$ cat src/hdl/pfez_pkg.sv
// shared types, constants and helpers of the period estimator
package pfez_pkg;

  localparam int HISTORY_DEPTH = 8;
  localparam int PTR_W = $clog2(HISTORY_DEPTH);
  localparam int MEM_WORDS = 3 * HISTORY_DEPTH;
  localparam int ADDR_W = $clog2(MEM_WORDS);
  localparam int TIME_W = 32;
  localparam int VALUE_W = 16;
  localparam int COUNT_W = 32;
  localparam int PERIOD_W = 42;
  localparam int DIVIDEND_W = TIME_W + 9;
  localparam logic [COUNT_W-1:0] COUNT_MAX = '1;
  localparam logic [COUNT_W-1:0] SHORT_WINDOW = 3;
  localparam logic [COUNT_W-1:0] LONG_WINDOW = 7;

  typedef enum logic [1:0] {KIND_MAX = 2'd0, KIND_MIN = 2'd1, KIND_ZERO = 2'd2} kind_t;
  typedef enum logic [1:0] {WIN_SHORT = 2'd0, WIN_LONG = 2'd1, WIN_ALL = 2'd2} window_t;
  typedef enum logic [1:0] {ST_OK = 2'd0, ST_FEW = 2'd1, ST_BAD_SEL = 2'd2} status_t;

  typedef enum logic [2:0] {
    S_IDLE, S_WRITE, S_CALC, S_READ_OLD, S_LOAD, S_DIV, S_OUT
  } state_t;

  typedef struct packed {
    logic    valid;
    kind_t   kind;
    window_t window;
  } sel_t;

  typedef struct packed {
    logic                  start;
    logic [DIVIDEND_W-1:0] dividend;
    logic [COUNT_W-1:0]    divisor;
  } div_req_t;

  function automatic sel_t decode_sel(input logic [3:0] sel);
    sel_t r;
    r.valid = 1'b1;
    r.kind = KIND_MAX;
    r.window = WIN_SHORT;
    unique case (sel)
      4'd1: begin r.kind = KIND_MAX;  r.window = WIN_SHORT; end
      4'd2: begin r.kind = KIND_MIN;  r.window = WIN_SHORT; end
      4'd3: begin r.kind = KIND_ZERO; r.window = WIN_SHORT; end
      4'd4: begin r.kind = KIND_MAX;  r.window = WIN_LONG;  end
      4'd5: begin r.kind = KIND_MIN;  r.window = WIN_LONG;  end
      4'd6: begin r.kind = KIND_ZERO; r.window = WIN_LONG;  end
      4'd7: begin r.kind = KIND_MAX;  r.window = WIN_ALL;   end
      4'd8: begin r.kind = KIND_MIN;  r.window = WIN_ALL;   end
      4'd9: begin r.kind = KIND_ZERO; r.window = WIN_ALL;   end
      default: r.valid = 1'b0;
    endcase
    return r;
  endfunction

  function automatic logic [ADDR_W-1:0] addr_of(input kind_t kind,
                                                input logic [PTR_W-1:0] slot);
    return ADDR_W'(kind) * ADDR_W'(HISTORY_DEPTH) + ADDR_W'(slot);
  endfunction

endpackage

$ cat src/hdl/pfez_if.sv
// sample and result channel interfaces
interface pfez_in_if;
  logic                                  valid;
  logic                                  ready;
  logic [pfez_pkg::TIME_W-1:0]           sample_time;
  logic signed [pfez_pkg::VALUE_W-1:0]   sample_value;
  logic                                  last_sample;
  modport source (output valid, sample_time, sample_value, last_sample, input ready);
  modport sink (input valid, sample_time, sample_value, last_sample, output ready);
endinterface

interface pfez_out_if;
  logic                             valid;
  logic                             ready;
  logic [pfez_pkg::PERIOD_W-1:0]    period;
  logic [1:0]                       status;
  modport source (output valid, period, status, input ready);
  modport sink (input valid, period, status, output ready);
endinterface

$ cat src/hdl/period_from_extrema_and_zeros_unit.sv
// top level of the period estimator from extrema and zero crossings
// Each sample item is taken in S_IDLE; each event it causes (up to three:
// maximum, minimum, zero crossing) is then written in S_WRITE one at a time,
// since the event histories share one ram write port. The series is closed by
// the item marked last: the result sequencer then reads the newest and the
// older event time from the ram, runs a bit-serial divide and hands the period
// to the output register, during which no sample is taken; too few events or a
// bad selection skip to the output with a zero period. A finished result waits
// in its own register, so the next series may start while it is not yet taken.
module period_from_extrema_and_zeros_unit (
  input  logic             clk,
  input  logic             rst,
  input  logic             result_select_we,
  input  logic [3:0]       result_select_wdata,
  pfez_in_if.sink          in_item,
  pfez_out_if.source       out_item
);

  // config register
  logic [3:0] result_select;

  // per-sample state
  pfez_pkg::state_t state, state_next;
  logic signed [pfez_pkg::VALUE_W-1:0] older_value, previous_value;
  logic [pfez_pkg::TIME_W-1:0] previous_time;
  logic [1:0] samples_seen;

  // event bookkeeping per kind
  logic [pfez_pkg::PTR_W-1:0]   ptr [3];
  logic [pfez_pkg::TIME_W-1:0]  first_time [3];
  logic [pfez_pkg::COUNT_W-1:0] count [3];

  // pending writes of the item just taken
  logic [2:0] pend;
  logic [pfez_pkg::TIME_W-1:0] mid_time, cur_time;
  logic last_flag;

  // result sequencer registers
  pfez_pkg::kind_t   kind_r;
  pfez_pkg::window_t win_r;
  logic [pfez_pkg::COUNT_W-1:0] k_r;
  logic [pfez_pkg::TIME_W-1:0]  newest_r;
  logic [pfez_pkg::PERIOD_W-1:0] res_period;
  pfez_pkg::status_t res_status;

  // output register
  logic out_valid;
  logic [pfez_pkg::PERIOD_W-1:0] out_period;
  logic [1:0] out_status;

  logic accept, out_free;
  logic signed [pfez_pkg::VALUE_W-1:0] v;
  logic ev_min, ev_max, ev_zero;
  pfez_pkg::kind_t wr_kind;
  logic [2:0] wr_mask;
  pfez_pkg::sel_t dec;
  logic [pfez_pkg::PTR_W-1:0] wr_slot, newest_slot, old_slot, cur_ptr;
  logic [pfez_pkg::PTR_W-1:0] kslot;
  logic [pfez_pkg::COUNT_W-1:0] d, lim, k_calc;
  logic [pfez_pkg::TIME_W-1:0] diff;
  logic ram_we;
  logic [pfez_pkg::ADDR_W-1:0] waddr, raddr;
  logic [pfez_pkg::TIME_W-1:0] wdata, rdata;
  pfez_pkg::div_req_t div_req;
  logic div_done;
  logic [pfez_pkg::DIVIDEND_W-1:0] quotient;

  assign accept = in_item.valid && in_item.ready;
  assign in_item.ready = (state == pfez_pkg::S_IDLE);
  assign out_free = !out_valid || out_item.ready;
  assign out_item.valid = out_valid;
  assign out_item.period = out_period;
  assign out_item.status = out_status;
  assign v = in_item.sample_value;

  // event tests: strict crossing on the second sample, inclusive afterwards
  always_comb begin
    ev_min = (samples_seen == 2'd2) && (older_value >= previous_value) && (previous_value <= v);
    ev_max = (samples_seen == 2'd2) && (older_value <= previous_value) && (previous_value >= v);
    ev_zero = ((samples_seen == 2'd1) &&
               (((previous_value < 0) && (v > 0)) || ((v < 0) && (previous_value > 0)))) ||
              ((samples_seen == 2'd2) &&
               (((previous_value <= 0) && (v >= 0)) || ((v <= 0) && (previous_value >= 0))));
  end

  // one pending event written per cycle, lowest kind first
  always_comb begin
    wr_kind = pfez_pkg::KIND_ZERO;
    wr_mask = 3'b100;
    priority if (pend[0]) begin
      wr_kind = pfez_pkg::KIND_MAX;
      wr_mask = 3'b001;
    end else if (pend[1]) begin
      wr_kind = pfez_pkg::KIND_MIN;
      wr_mask = 3'b010;
    end else begin
      wr_kind = pfez_pkg::KIND_ZERO;
      wr_mask = 3'b100;
    end
    wr_slot = ptr[wr_kind];
    ram_we = (state == pfez_pkg::S_WRITE);
    waddr = pfez_pkg::addr_of(wr_kind, wr_slot);
    wdata = (wr_kind == pfez_pkg::KIND_ZERO) ? cur_time : mid_time;
  end

  // result window: k spacings back, limited by the events seen
  always_comb begin
    dec = pfez_pkg::decode_sel(result_select);
    d = count[dec.kind] - 1'b1;
    lim = (dec.window == pfez_pkg::WIN_SHORT) ? pfez_pkg::SHORT_WINDOW : pfez_pkg::LONG_WINDOW;
    if (dec.window == pfez_pkg::WIN_ALL) k_calc = d;
    else k_calc = (d < lim) ? d : lim;
    cur_ptr = (state == pfez_pkg::S_CALC) ? ptr[dec.kind] : ptr[kind_r];
    newest_slot = (cur_ptr == '0) ? pfez_pkg::PTR_W'(pfez_pkg::HISTORY_DEPTH - 1)
                                  : cur_ptr - 1'b1;
    kslot = k_r[pfez_pkg::PTR_W-1:0];
    old_slot = (newest_slot >= kslot) ? newest_slot - kslot
               : newest_slot + pfez_pkg::PTR_W'(pfez_pkg::HISTORY_DEPTH) - kslot;
    raddr = (state == pfez_pkg::S_CALC) ? pfez_pkg::addr_of(dec.kind, newest_slot)
                                        : pfez_pkg::addr_of(kind_r, old_slot);
    diff = newest_r - ((win_r == pfez_pkg::WIN_ALL) ? first_time[kind_r] : rdata);
    div_req.start = (state == pfez_pkg::S_LOAD);
    div_req.divisor = k_r;
    // zero-crossing spacings are half periods, so scale by two more
    div_req.dividend = (kind_r == pfez_pkg::KIND_ZERO) ? {diff, 9'd0} : {1'b0, diff, 8'd0};
  end

  pfez_ram #(.DATA_W(pfez_pkg::TIME_W), .WORDS(pfez_pkg::MEM_WORDS)) u_hist (
    .clk(clk), .we(ram_we), .waddr(waddr), .wdata(wdata), .raddr(raddr), .rdata(rdata)
  );

  pfez_div u_div (
    .clk(clk), .rst(rst), .req(div_req), .done(div_done), .quotient(quotient)
  );

  // next state
  always_comb begin
    state_next = state;
    unique case (state)
      pfez_pkg::S_IDLE: begin
        if (accept) begin
          if (ev_min || ev_max || ev_zero) state_next = pfez_pkg::S_WRITE;
          else if (in_item.last_sample) state_next = pfez_pkg::S_CALC;
        end
      end
      pfez_pkg::S_WRITE: begin
        if ((pend & ~wr_mask) == 3'b000)
          state_next = last_flag ? pfez_pkg::S_CALC : pfez_pkg::S_IDLE;
      end
      pfez_pkg::S_CALC: begin
        if (samples_seen < 2'd2 || !dec.valid || count[dec.kind] <= 1)
          state_next = pfez_pkg::S_OUT;
        else state_next = pfez_pkg::S_READ_OLD;
      end
      pfez_pkg::S_READ_OLD: state_next = pfez_pkg::S_LOAD;
      pfez_pkg::S_LOAD: state_next = pfez_pkg::S_DIV;
      pfez_pkg::S_DIV: if (div_done) state_next = pfez_pkg::S_OUT;
      pfez_pkg::S_OUT: if (out_free) state_next = pfez_pkg::S_IDLE;
      default: state_next = pfez_pkg::S_IDLE;
    endcase
  end

  always_ff @(posedge clk) begin
    if (rst) state <= pfez_pkg::S_IDLE;
    else state <= state_next;
  end

  // config register, kept across series
  always_ff @(posedge clk) begin
    if (rst) result_select <= 4'd1;
    else if (result_select_we) result_select <= result_select_wdata;
  end

  // sample state and event bookkeeping
  always_ff @(posedge clk) begin
    if (rst) begin
      older_value <= '0;
      previous_value <= '0;
      previous_time <= '0;
      samples_seen <= '0;
      pend <= '0;
      last_flag <= 1'b0;
      for (int i = 0; i < 3; i++) begin
        ptr[i] <= '0;
        count[i] <= '0;
      end
    end else begin
      if (accept) begin
        pend <= {ev_zero, ev_min, ev_max};
        last_flag <= in_item.last_sample;
        if (samples_seen != 2'd2) samples_seen <= samples_seen + 1'b1;
        older_value <= previous_value;
        previous_value <= v;
        previous_time <= in_item.sample_time;
        if (ev_max && count[pfez_pkg::KIND_MAX] != pfez_pkg::COUNT_MAX)
          count[pfez_pkg::KIND_MAX] <= count[pfez_pkg::KIND_MAX] + 1'b1;
        if (ev_min && count[pfez_pkg::KIND_MIN] != pfez_pkg::COUNT_MAX)
          count[pfez_pkg::KIND_MIN] <= count[pfez_pkg::KIND_MIN] + 1'b1;
        if (ev_zero && count[pfez_pkg::KIND_ZERO] != pfez_pkg::COUNT_MAX)
          count[pfez_pkg::KIND_ZERO] <= count[pfez_pkg::KIND_ZERO] + 1'b1;
      end
      if (state == pfez_pkg::S_WRITE) begin
        pend <= pend & ~wr_mask;
        ptr[wr_kind] <= (wr_slot == pfez_pkg::PTR_W'(pfez_pkg::HISTORY_DEPTH - 1))
                        ? '0 : wr_slot + 1'b1;
      end
      // series closed: clear the sample state, pointers and counts; the config register is kept
      if (state == pfez_pkg::S_OUT && out_free) begin
        older_value <= '0;
        previous_value <= '0;
        previous_time <= '0;
        samples_seen <= '0;
        for (int i = 0; i < 3; i++) begin
          ptr[i] <= '0;
          count[i] <= '0;
        end
      end
    end
  end

  // payload registers
  always_ff @(posedge clk) begin
    if (accept) begin
      mid_time <= previous_time;
      cur_time <= in_item.sample_time;
      if (ev_max && count[pfez_pkg::KIND_MAX] == '0)
        first_time[pfez_pkg::KIND_MAX] <= previous_time;
      if (ev_min && count[pfez_pkg::KIND_MIN] == '0)
        first_time[pfez_pkg::KIND_MIN] <= previous_time;
      if (ev_zero && count[pfez_pkg::KIND_ZERO] == '0)
        first_time[pfez_pkg::KIND_ZERO] <= in_item.sample_time;
    end
    if (state == pfez_pkg::S_CALC) begin
      kind_r <= dec.kind;
      win_r <= dec.window;
      k_r <= k_calc;
      res_period <= '0;
      if (samples_seen < 2'd2) res_status <= pfez_pkg::ST_FEW;
      else if (!dec.valid) res_status <= pfez_pkg::ST_BAD_SEL;
      else if (count[dec.kind] <= 1) res_status <= pfez_pkg::ST_FEW;
      else res_status <= pfez_pkg::ST_OK;
    end
    if (state == pfez_pkg::S_READ_OLD) newest_r <= rdata;
    if (state == pfez_pkg::S_DIV && div_done) res_period <= pfez_pkg::PERIOD_W'(quotient);
  end

  // output register
  always_ff @(posedge clk) begin
    if (rst) begin
      out_valid <= 1'b0;
    end else begin
      if (out_valid && out_item.ready) out_valid <= 1'b0;
      if (state == pfez_pkg::S_OUT && out_free) out_valid <= 1'b1;
    end
    if (state == pfez_pkg::S_OUT && out_free) begin
      out_period <= res_period;
      out_status <= res_status;
    end
  end

  // a last item always closes the series before another sample is taken
  a_last_blocks: assert property (@(posedge clk) disable iff (rst)
    accept && in_item.last_sample |=> !in_item.ready)
    else $error("sample taken right after a last item");

  // no event write may be left over when a new sample is taken
  a_idle_no_pend: assert property (@(posedge clk) disable iff (rst)
    state == pfez_pkg::S_IDLE |-> pend == 3'b000)
    else $error("pending event write lost");

  // a failing status carries a zero period
  a_status_period: assert property (@(posedge clk) disable iff (rst)
    out_valid && out_status != pfez_pkg::ST_OK |-> out_period == '0)
    else $error("nonzero period with failing status");

  // divider only started after both history reads
  a_div_start: assert property (@(posedge clk) disable iff (rst)
    div_req.start |-> $past(state) == pfez_pkg::S_READ_OLD)
    else $error("divider started out of sequence");

endmodule

$ cat src/hdl/pfez_ram.sv
// generic simple dual-port ram with registered read
module pfez_ram #(
  parameter int DATA_W = 32,
  parameter int WORDS = 24
) (
  input  logic                     clk,
  input  logic                     we,
  input  logic [$clog2(WORDS)-1:0] waddr,
  input  logic [DATA_W-1:0]        wdata,
  input  logic [$clog2(WORDS)-1:0] raddr,
  output logic [DATA_W-1:0]        rdata
);
  logic [DATA_W-1:0] mem [WORDS];

  always_ff @(posedge clk) begin
    if (we) mem[waddr] <= wdata;
    rdata <= mem[raddr];
  end
endmodule

$ cat src/hdl/pfez_div.sv
// restoring divider, one quotient bit per cycle
module pfez_div (
  input  logic                                clk,
  input  logic                                rst,
  input  pfez_pkg::div_req_t                  req,
  output logic                                done,
  output logic [pfez_pkg::DIVIDEND_W-1:0]     quotient
);
  localparam int CNT_W = $clog2(pfez_pkg::DIVIDEND_W + 1);

  logic [pfez_pkg::COUNT_W:0]   rem;
  logic [pfez_pkg::COUNT_W-1:0] divisor;
  logic [CNT_W-1:0]             cnt;
  logic [pfez_pkg::COUNT_W:0]   shifted;
  logic [pfez_pkg::COUNT_W+1:0] trial;

  assign shifted = {rem[pfez_pkg::COUNT_W-1:0], quotient[pfez_pkg::DIVIDEND_W-1]};
  assign trial = {1'b0, shifted} - {2'b00, divisor};

  always_ff @(posedge clk) begin
    if (rst) begin
      cnt <= '0;
      done <= 1'b0;
    end else begin
      done <= 1'b0;
      if (req.start) begin
        cnt <= CNT_W'(pfez_pkg::DIVIDEND_W);
      end else if (cnt != '0) begin
        cnt <= cnt - 1'b1;
        if (cnt == CNT_W'(1)) done <= 1'b1;
      end
    end
    if (req.start) begin
      rem <= '0;
      quotient <= req.dividend;
      divisor <= req.divisor;
    end else if (cnt != '0) begin
      if (!trial[pfez_pkg::COUNT_W+1]) begin
        rem <= trial[pfez_pkg::COUNT_W:0];
        quotient <= {quotient[pfez_pkg::DIVIDEND_W-2:0], 1'b1};
      end else begin
        rem <= shifted;
        quotient <= {quotient[pfez_pkg::DIVIDEND_W-2:0], 1'b0};
      end
    end
  end
endmodule

$ cat src/flat_wrapper.sv
// flat-port wrapper written by rule: the top's interface ports become plain ports
module period_from_extrema_and_zeros_unit_flat 
  (clk, rst, result_select_we, result_select_wdata, in_item_valid, in_item_sample_time, in_item_sample_value, in_item_last_sample, in_item_ready, out_item_valid, out_item_period, out_item_status, out_item_ready);
  pfez_in_if in_item_i ();
  pfez_out_if out_item_i ();
  input  logic clk;
  input  logic rst;
  input  logic result_select_we;
  input  logic [3:0] result_select_wdata;
  input wire logic [$bits(in_item_i.valid)-1:0] in_item_valid;
  input wire logic [$bits(in_item_i.sample_time)-1:0] in_item_sample_time;
  input wire logic [$bits(in_item_i.sample_value)-1:0] in_item_sample_value;
  input wire logic [$bits(in_item_i.last_sample)-1:0] in_item_last_sample;
  output wire logic [$bits(in_item_i.ready)-1:0] in_item_ready;
  output wire logic [$bits(out_item_i.valid)-1:0] out_item_valid;
  output wire logic [$bits(out_item_i.period)-1:0] out_item_period;
  output wire logic [$bits(out_item_i.status)-1:0] out_item_status;
  input wire logic [$bits(out_item_i.ready)-1:0] out_item_ready;
  assign in_item_i.valid = in_item_valid;
  assign in_item_i.sample_time = in_item_sample_time;
  assign in_item_i.sample_value = in_item_sample_value;
  assign in_item_i.last_sample = in_item_last_sample;
  assign in_item_ready = in_item_i.ready;
  assign out_item_valid = out_item_i.valid;
  assign out_item_period = out_item_i.period;
  assign out_item_status = out_item_i.status;
  assign out_item_i.ready = out_item_ready;
  period_from_extrema_and_zeros_unit u_core (.clk(clk), .rst(rst), .result_select_we(result_select_we), .result_select_wdata(result_select_wdata), .in_item(in_item_i), .out_item(out_item_i));
endmodule
$ cat config.mk
export PLATFORM = sky130hd
export DESIGN_NAME = period_from_extrema_and_zeros_unit_flat
export DESIGN_NICKNAME = d
export VERILOG_FILES = /design/src/hdl/pfez_pkg.sv /design/src/hdl/pfez_if.sv /design/src/hdl/period_from_extrema_and_zeros_unit.sv /design/src/hdl/pfez_ram.sv /design/src/hdl/pfez_div.sv /design/src/flat_wrapper.sv
export SDC_FILE = /design/constraint.sdc
export NUM_CORES = 2
export LEC_CHECK = 0
export BUFFER_PORTS_ARGS = -buffer_cell sky130_fd_sc_hd__buf_2
export CORE_MARGIN = 3
export CORE_UTILIZATION = 55
export DETAILED_ROUTE_END_ITERATION = 8
export PLACE_DENSITY = 0.71
export SYNTH_ARGS = -nofsm -noshare
export SYNTH_HDL_FRONTEND = slang
export SYNTH_SLANG_ARGS = --single-unit
$ cat constraint.sdc
create_clock -name clk -period 12.25 [get_ports clk]
set_input_delay 0.6125 -clock clk [delete_from_list [all_inputs] [get_ports clk]]
set_output_delay 0.6125 -clock clk [all_outputs]
set_load 0.01 [all_outputs]
; Word level (Yosys, flattened, before mapping)
; Memories as Yosys holds them, arrays and structs flattened. A register that Yosys moved wholly into a read port is not among the register bits.
; Index checks and enable logic that the tools add are counted.
[word_totals]
rom_bits = 0
regBits = 408
n_memories = 4
out_inout_bits = 46
input_bits = 58
ramBits = 969
latchBits = 0
elab_cells = 235
[memory_table]
columns = memory, depth, word_bits, read_ports, rd_clocked_by_memory_dff, wr, line
row1 = u_core.u_hist.mem, 24, 32, 1, 1, 1, pfez_ram.sv:13  ; logic [DATA_W-1:0] mem [WORDS];
row2 = u_core.count, 3, 32, 4, 0, 3, period_from_extrema_and_zeros_unit.sv:31  ; logic [pfez_pkg::COUNT_W-1:0] count [3];
row3 = u_core.first_time, 3, 32, 1, 1, 3, period_from_extrema_and_zeros_unit.sv:30  ; logic [pfez_pkg::TIME_W-1:0] first_time [3];
row4 = u_core.ptr, 3, 3, 3, 1, 3, period_from_extrema_and_zeros_unit.sv:29  ; logic [pfez_pkg::PTR_W-1:0] ptr [3];
[classes]
n_eq_ne = 32
addsub = 14
n_mux = 84
n_shift = 0
order_cmp = 15
n_mul = 0
reduce_logical = 49
div = 0
bitwise_logic = 12
[ops]
columns = operator, count
row1 = $mux W32, 11
row2 = $mux W41, 5
row3 = $add A32 B1 Y32 const B, 3
row4 = $logic_not A32 Y1, 3
row5 = $ne A32 B32 Y1 const B, 3
row6 = $mux W3, 19
row7 = $mux W1, 37
row8 = $sub A33 B32 Y34, 1
row9 = $ge A16 B1 Y1 const B, 2
row10 = $ge A16 B16 Y1, 2
row11 = $gt A16 B1 Y1 const B, 2
row12 = $le A16 B1 Y1 const B, 2
row13 = $le A16 B16 Y1, 2
row14 = $le A32 B1 Y1 const B, 1
row15 = $lt A16 B1 Y1 const B, 2
row16 = $lt A32 B32 Y1, 1
row17 = $pmux W4 S8, 1
row18 = $sub A32 B1 Y32 const B, 1
row19 = $sub A32 B32 Y32, 1
row20 = $pmux W3 S7, 1
row21 = $logic_and A1 B1 Y1, 20
row22 = $eq A4 B3 Y1 const B, 4
row23 = $add A5 B3 Y5, 3
row24 = $mux W2, 7
row25 = 35 further kinds, 72

; Logic depth before layout (Yosys ltp)
[logic_depth]
word_depth = 12
mapped_depth = 24
depth_no_buf = 18

; Modules after synthesis
; From an unflattened synthesis, not the netlist that was laid out.
[unflattened]
cells_unflattened = 4751
hier_area_um2 = 64010.1
[by_module_without_submodules]
columns = mod, n_inst, seq_area_each_um2, cells_per_inst, area_per_inst_um2
row1 = pfez_ram, 1, 23702.7, 1545, 30327.8
row2 = period_from_extrema_and_zeros_unit, 1, 14273.7, 2590, 27132.3
row3 = pfez_div, 1, 2972.9, 616, 6550.0

; Worst setup path after synthesis
; OpenSTA, ideal clock, no wires.
[synth_path]
path_type = input port to flip-flop
startpoint = input in_item_sample_value[5]
endpoint = memory u_core.first_time[1][0] (netlist name) (enable)
arrival_ns = 4.546
setup_ns = 0.461
required_time_ns = 11.789
path_slack_ns = 7.243
path_buffers = 0
path_stages = 10
path_cell_list = inv_1 > ha_1 > a21o_1 > a21o_1 > a21oi_1 > o21a_1 > nor3_1 > o41ai_1 > o2111ai_1 > nor3_1
[synth_lines]
columns = item, line
row1 = from (decl), flat_wrapper.sv:12  ; input wire logic [$bits(in_item_i.sample_value)-1:0] in_item_sample_value;
row2 = to (decl), period_from_extrema_and_zeros_unit.sv:30

==> metrics.md <==
| Metric | Value |
|---|---|
| Clock transition at path regs | `60 ps` |
| WP data required | `12,910 ps` |
| Hold Buf Count CTS | `0` |
| GRT Residual Overflow | `0` |
| Synth cell types | `94` |
| Hold Path Origin | `in_item_sample_time[7]` |
| RSZ-0062 raised after global routing | `false` |
| Area leader, netlist | `edfxtp_1` |
| Commonest non-fill, non-tap cell in the layout | `edfxtp_1` |
| Power per cell area | `294 mW/mm2` |
| Mapped Area | `0.0628 mm2` |
| Final setup violating endpoints | `0` |
| Share of layout cells above drive strength 1 | `0.0940` |
| Final Max Slew Viols | `0` |
| Power Total | `20.5 mW` |
| H-tree depth | `4` |
| Relative slew margins | `0.269` |
| Routed len/inst | `23.1 um` |
| Final Core Density | `0.617` |
| Synth-to-layout area growth | `10.9%` |
| Xor/xnor share of the synthesized area | `0.0242` |
| Maximum clock path buffer count | `3` |
| Grt met2 use | `0.427` |
| CP startpoint | `u_core.result_select[1]` |
| Hold Path Stages | `1` |
| Synth Area in Compound Gates | `0.101` |
| # DRC | `0` |
| Arr. time, crit path | `7790 ps` |
| RD Place Congestion | `0.910` |
| Leak | `24.8 nW` |
| Minimum clock period | `7130 ps` |
| Initial DRC count | `5,210` |
| Post-Place Setup Slack | `5300 ps` |
| Register area share after synthesis | `0.652` |
| Fin. Hold Viols | `0` |
| Drt via density | `6.07` |
| PortBufs | `102` |
| CP Class | `reg -> reg` |
| Largest net degree at the start of global routing | `178` |
| Clock buffer count from CTS | `144` |
| Final antenna-violating net count | `0` |
| Crit end category | `flip-flop` |
| Post-Syn Instances | `5,459` |
| M1 GR Usage | `0.388` |
| Startpoint types | `flip-flop` |
| Synth async-reset ratio | `0` |
| DP Area | `0.0648 mm2` |
| CTS tree | `built` |
| Met3 GRT Util | `0.0538` |
| Root buffer cell | `clkbuf_16` |
| Std-Cell Rows | `123` |
| First-pass GRT wire length | `246 mm` |
| Worst reg-to-reg path cell count | `21` |
| Tcrit/Tclk final | `0.582` |
| Filler cell count in the final layout | `8,746` |
| Die height | `344 um` |
| Dominant cells by area after synthesis | `edfxtp_1, nand2_1, dfxtp_1` |
| Peak VDD IR | `0.618 mV` |
| Post-synth EDFFs | `1,263` |
| Final HPWL DP | `95.8 mm` |
| DRT Pass-1 Iters | `6` |
| Worst Path Max Fanout | `159` |
| Via Count | `42,900` |
| HP Class | `in -> reg` |
| Die extent in x | `344 um` |
| Core Box Area | `0.113 mm2` |
| Vias in the first global route | `40,600` |
| Commonest non-fill, non-tap cells in the layout | `edfxtp_1, nand2_1, nor2_1` |
| CTS Sinks | `1,414` |
| Max-cap violations | `0` |
| Fmax | `0.140 GHz` |
| Crit Reg-Reg Startpoint | `u_core.result_select[1]` |
| Clock latency on the worst-skew pair | `770 ps` |
| GRT Util Overall | `0.274` |
| Status | `finished, final reports clean` |
| Nets | `5,620` |
| CTS resizes | `0` |
| Synthesis warning total | `0` |
| Largest family of logic cells by synthesized area | `simple AND/OR/NAND/NOR gates` |
| Post-Synth Adder-Cell Area | `0.0242` |
| Final WL | `163 mm` |
| Multiplexer share of the synthesized area | `0.0102` |
| Initial antenna violation count | `10` |
| Simple-Gate Fraction of Synth Area | `0.159` |
| Die footprint | `0.118 mm2` |
| Fin worst setup slack | `5120 ps` |
| Worst-Margin Slew | `1100 ps` |
| Clk_skew | `34.2 ps` |
| Post-CTS setup buffers | `0` |
| Global routing's busiest layer | `met2` |
| Initial core utilization | `0.556` |
| Post-synth top area share | `0.604` |
| Setup TNS | `0 ps` |
| Mean Syn Cell Area | `11.5 um2` |
| I/O pins | `104` |
| Most used DFF post-synth | `edfxtp_1` |
| Post-route cell area | `0.0697 mm2` |
| FF+latch count, synth | `1,414` |
==> state kept, by name (all words and copies together), names as in the netlist, 41 cells and up, named ones only <==
| name | count |
|---|---|
| u_core.u_hist.mem | 768 |
| u_core.u_div.quotient | 41 |
| u_core.count | 96 |
| u_core.first_time | 96 |
| u_core.out_item.period | 41 |
| u_core.res_period | 41 |
==> power by group <==
group / total, mW / internal [mW] / leakage [nW] / switching [mW]
Combinational: 9.33 / 3.01 / 9.57 / 6.32
Sequential: 6.69 / 6.23 / 12.9 / 0.456
Clock: 4.44 / 2.56 / 2.35 / 1.88
Total: 20.5 / 11.8 / 24.8 / 8.65
==> cells in the mapped netlist, types with 7 or more instances <==
library cell	instances
o221ai_1	11
o211ai_1	10
and2_1	62
nor4_1	37
nand2_1	1218
xor2_1	89
dfxtp_1	151
nor2_1	332
a311oi_1	129
o32a_1	7
o32ai_1	16
o21ai_0	166
edfxtp_1	1263
nor2b_1	18
a211oi_1	13
ha_1	116
a21oi_1	295
o22a_1	8
or2_2	17
clkbuf_1	294
o22ai_1	36
or4_1	7
buf_1	27
inv_1	128
xnor2_1	83
nor3_1	38
nand4_1	42
a211o_1	7
a31o_2	9
and3_1	129
or3_1	14
buf_2	12
o21a_1	18
mux2i_1	55
a21o_1	43
o31ai_1	8
nand2b_1	31
nand3b_1	9
o21ai_1	9
nand3_1	263
a21oi_2	15
a31oi_1	86
==> metrics by stage <==
step	hold WS, ps	cells
3_3_place_gp	403	6797
3_5_place_dp	405	6797
2_1_floorplan	400	5462
6_report	58.3	7072
4_1_cts	13.8	7065
5_1_grt	42.3	7065
==> worst max-delay path, stage by stage, from the launching register on <==
cell       delay [ps]
dfxtp_1           600
xnor2_2           800
o32a_1            280
buf_4             420
inv_1             260
o2111ai_1         150
o21ai_0           260
o21ai_0           320
inv_1              80
ha_1              380
fa_1              600
nand2_1           110
nand2_4           280
buf_4             700
buf_12            600
nand2_1           100
and3_1            190
a311oi_1          270
a31oi_1            80
a21oi_1           190
nand2_1            60
o21ai_0           130
==> cell type report <==
type | count | area (um2) | area share
flip-flops and latches | 1414 | 41000 | 0.588
multi-input cells | 3575 | 20400 | 0.292
clock buffers | 196 | 3970 | 0.0570
well taps | 1500 | 1880 | 0.0269
repair buffers | 179 | 1140 | 0.0163
clock inverters | 72 | 858 | 0.0123
inverters | 129 | 487 | 0.00699
diodes | 7 | 17.5 | 0.000251
==> final timing paths <==
| check | endpoint | slack [ps] |
|---|---|---|
| setup reg to reg | u_core.u_hist.rdata[15] | 5120 |
| setup / recovery | u_core.u_hist.rdata[15] | 5120 |
| hold reg to reg | u_core.u_div.divisor[13] | 410 |
| hold / removal | u_core.cur_time[7] | 60 |
==> per-layer routing <==
metal	part of all wire	vias to the layer above
met3	0.097	277
met4	0.032	2
met1	0.41	20800
li1	-	19800
met5	0.00011	-
met2	0.46	1989
==> cell families after synthesis <==
kind of cell | after synthesis
AND/OR/NAND/NOR | 2251
flip-flops | 1414
AO/OA/AOI/OAI | 967
buffers and inverters | 473
XOR/XNOR | 173
adder cells (fa/ha/maj) | 120
multiplexers | 60
other | 1
(Power assumes the default switching activity.)
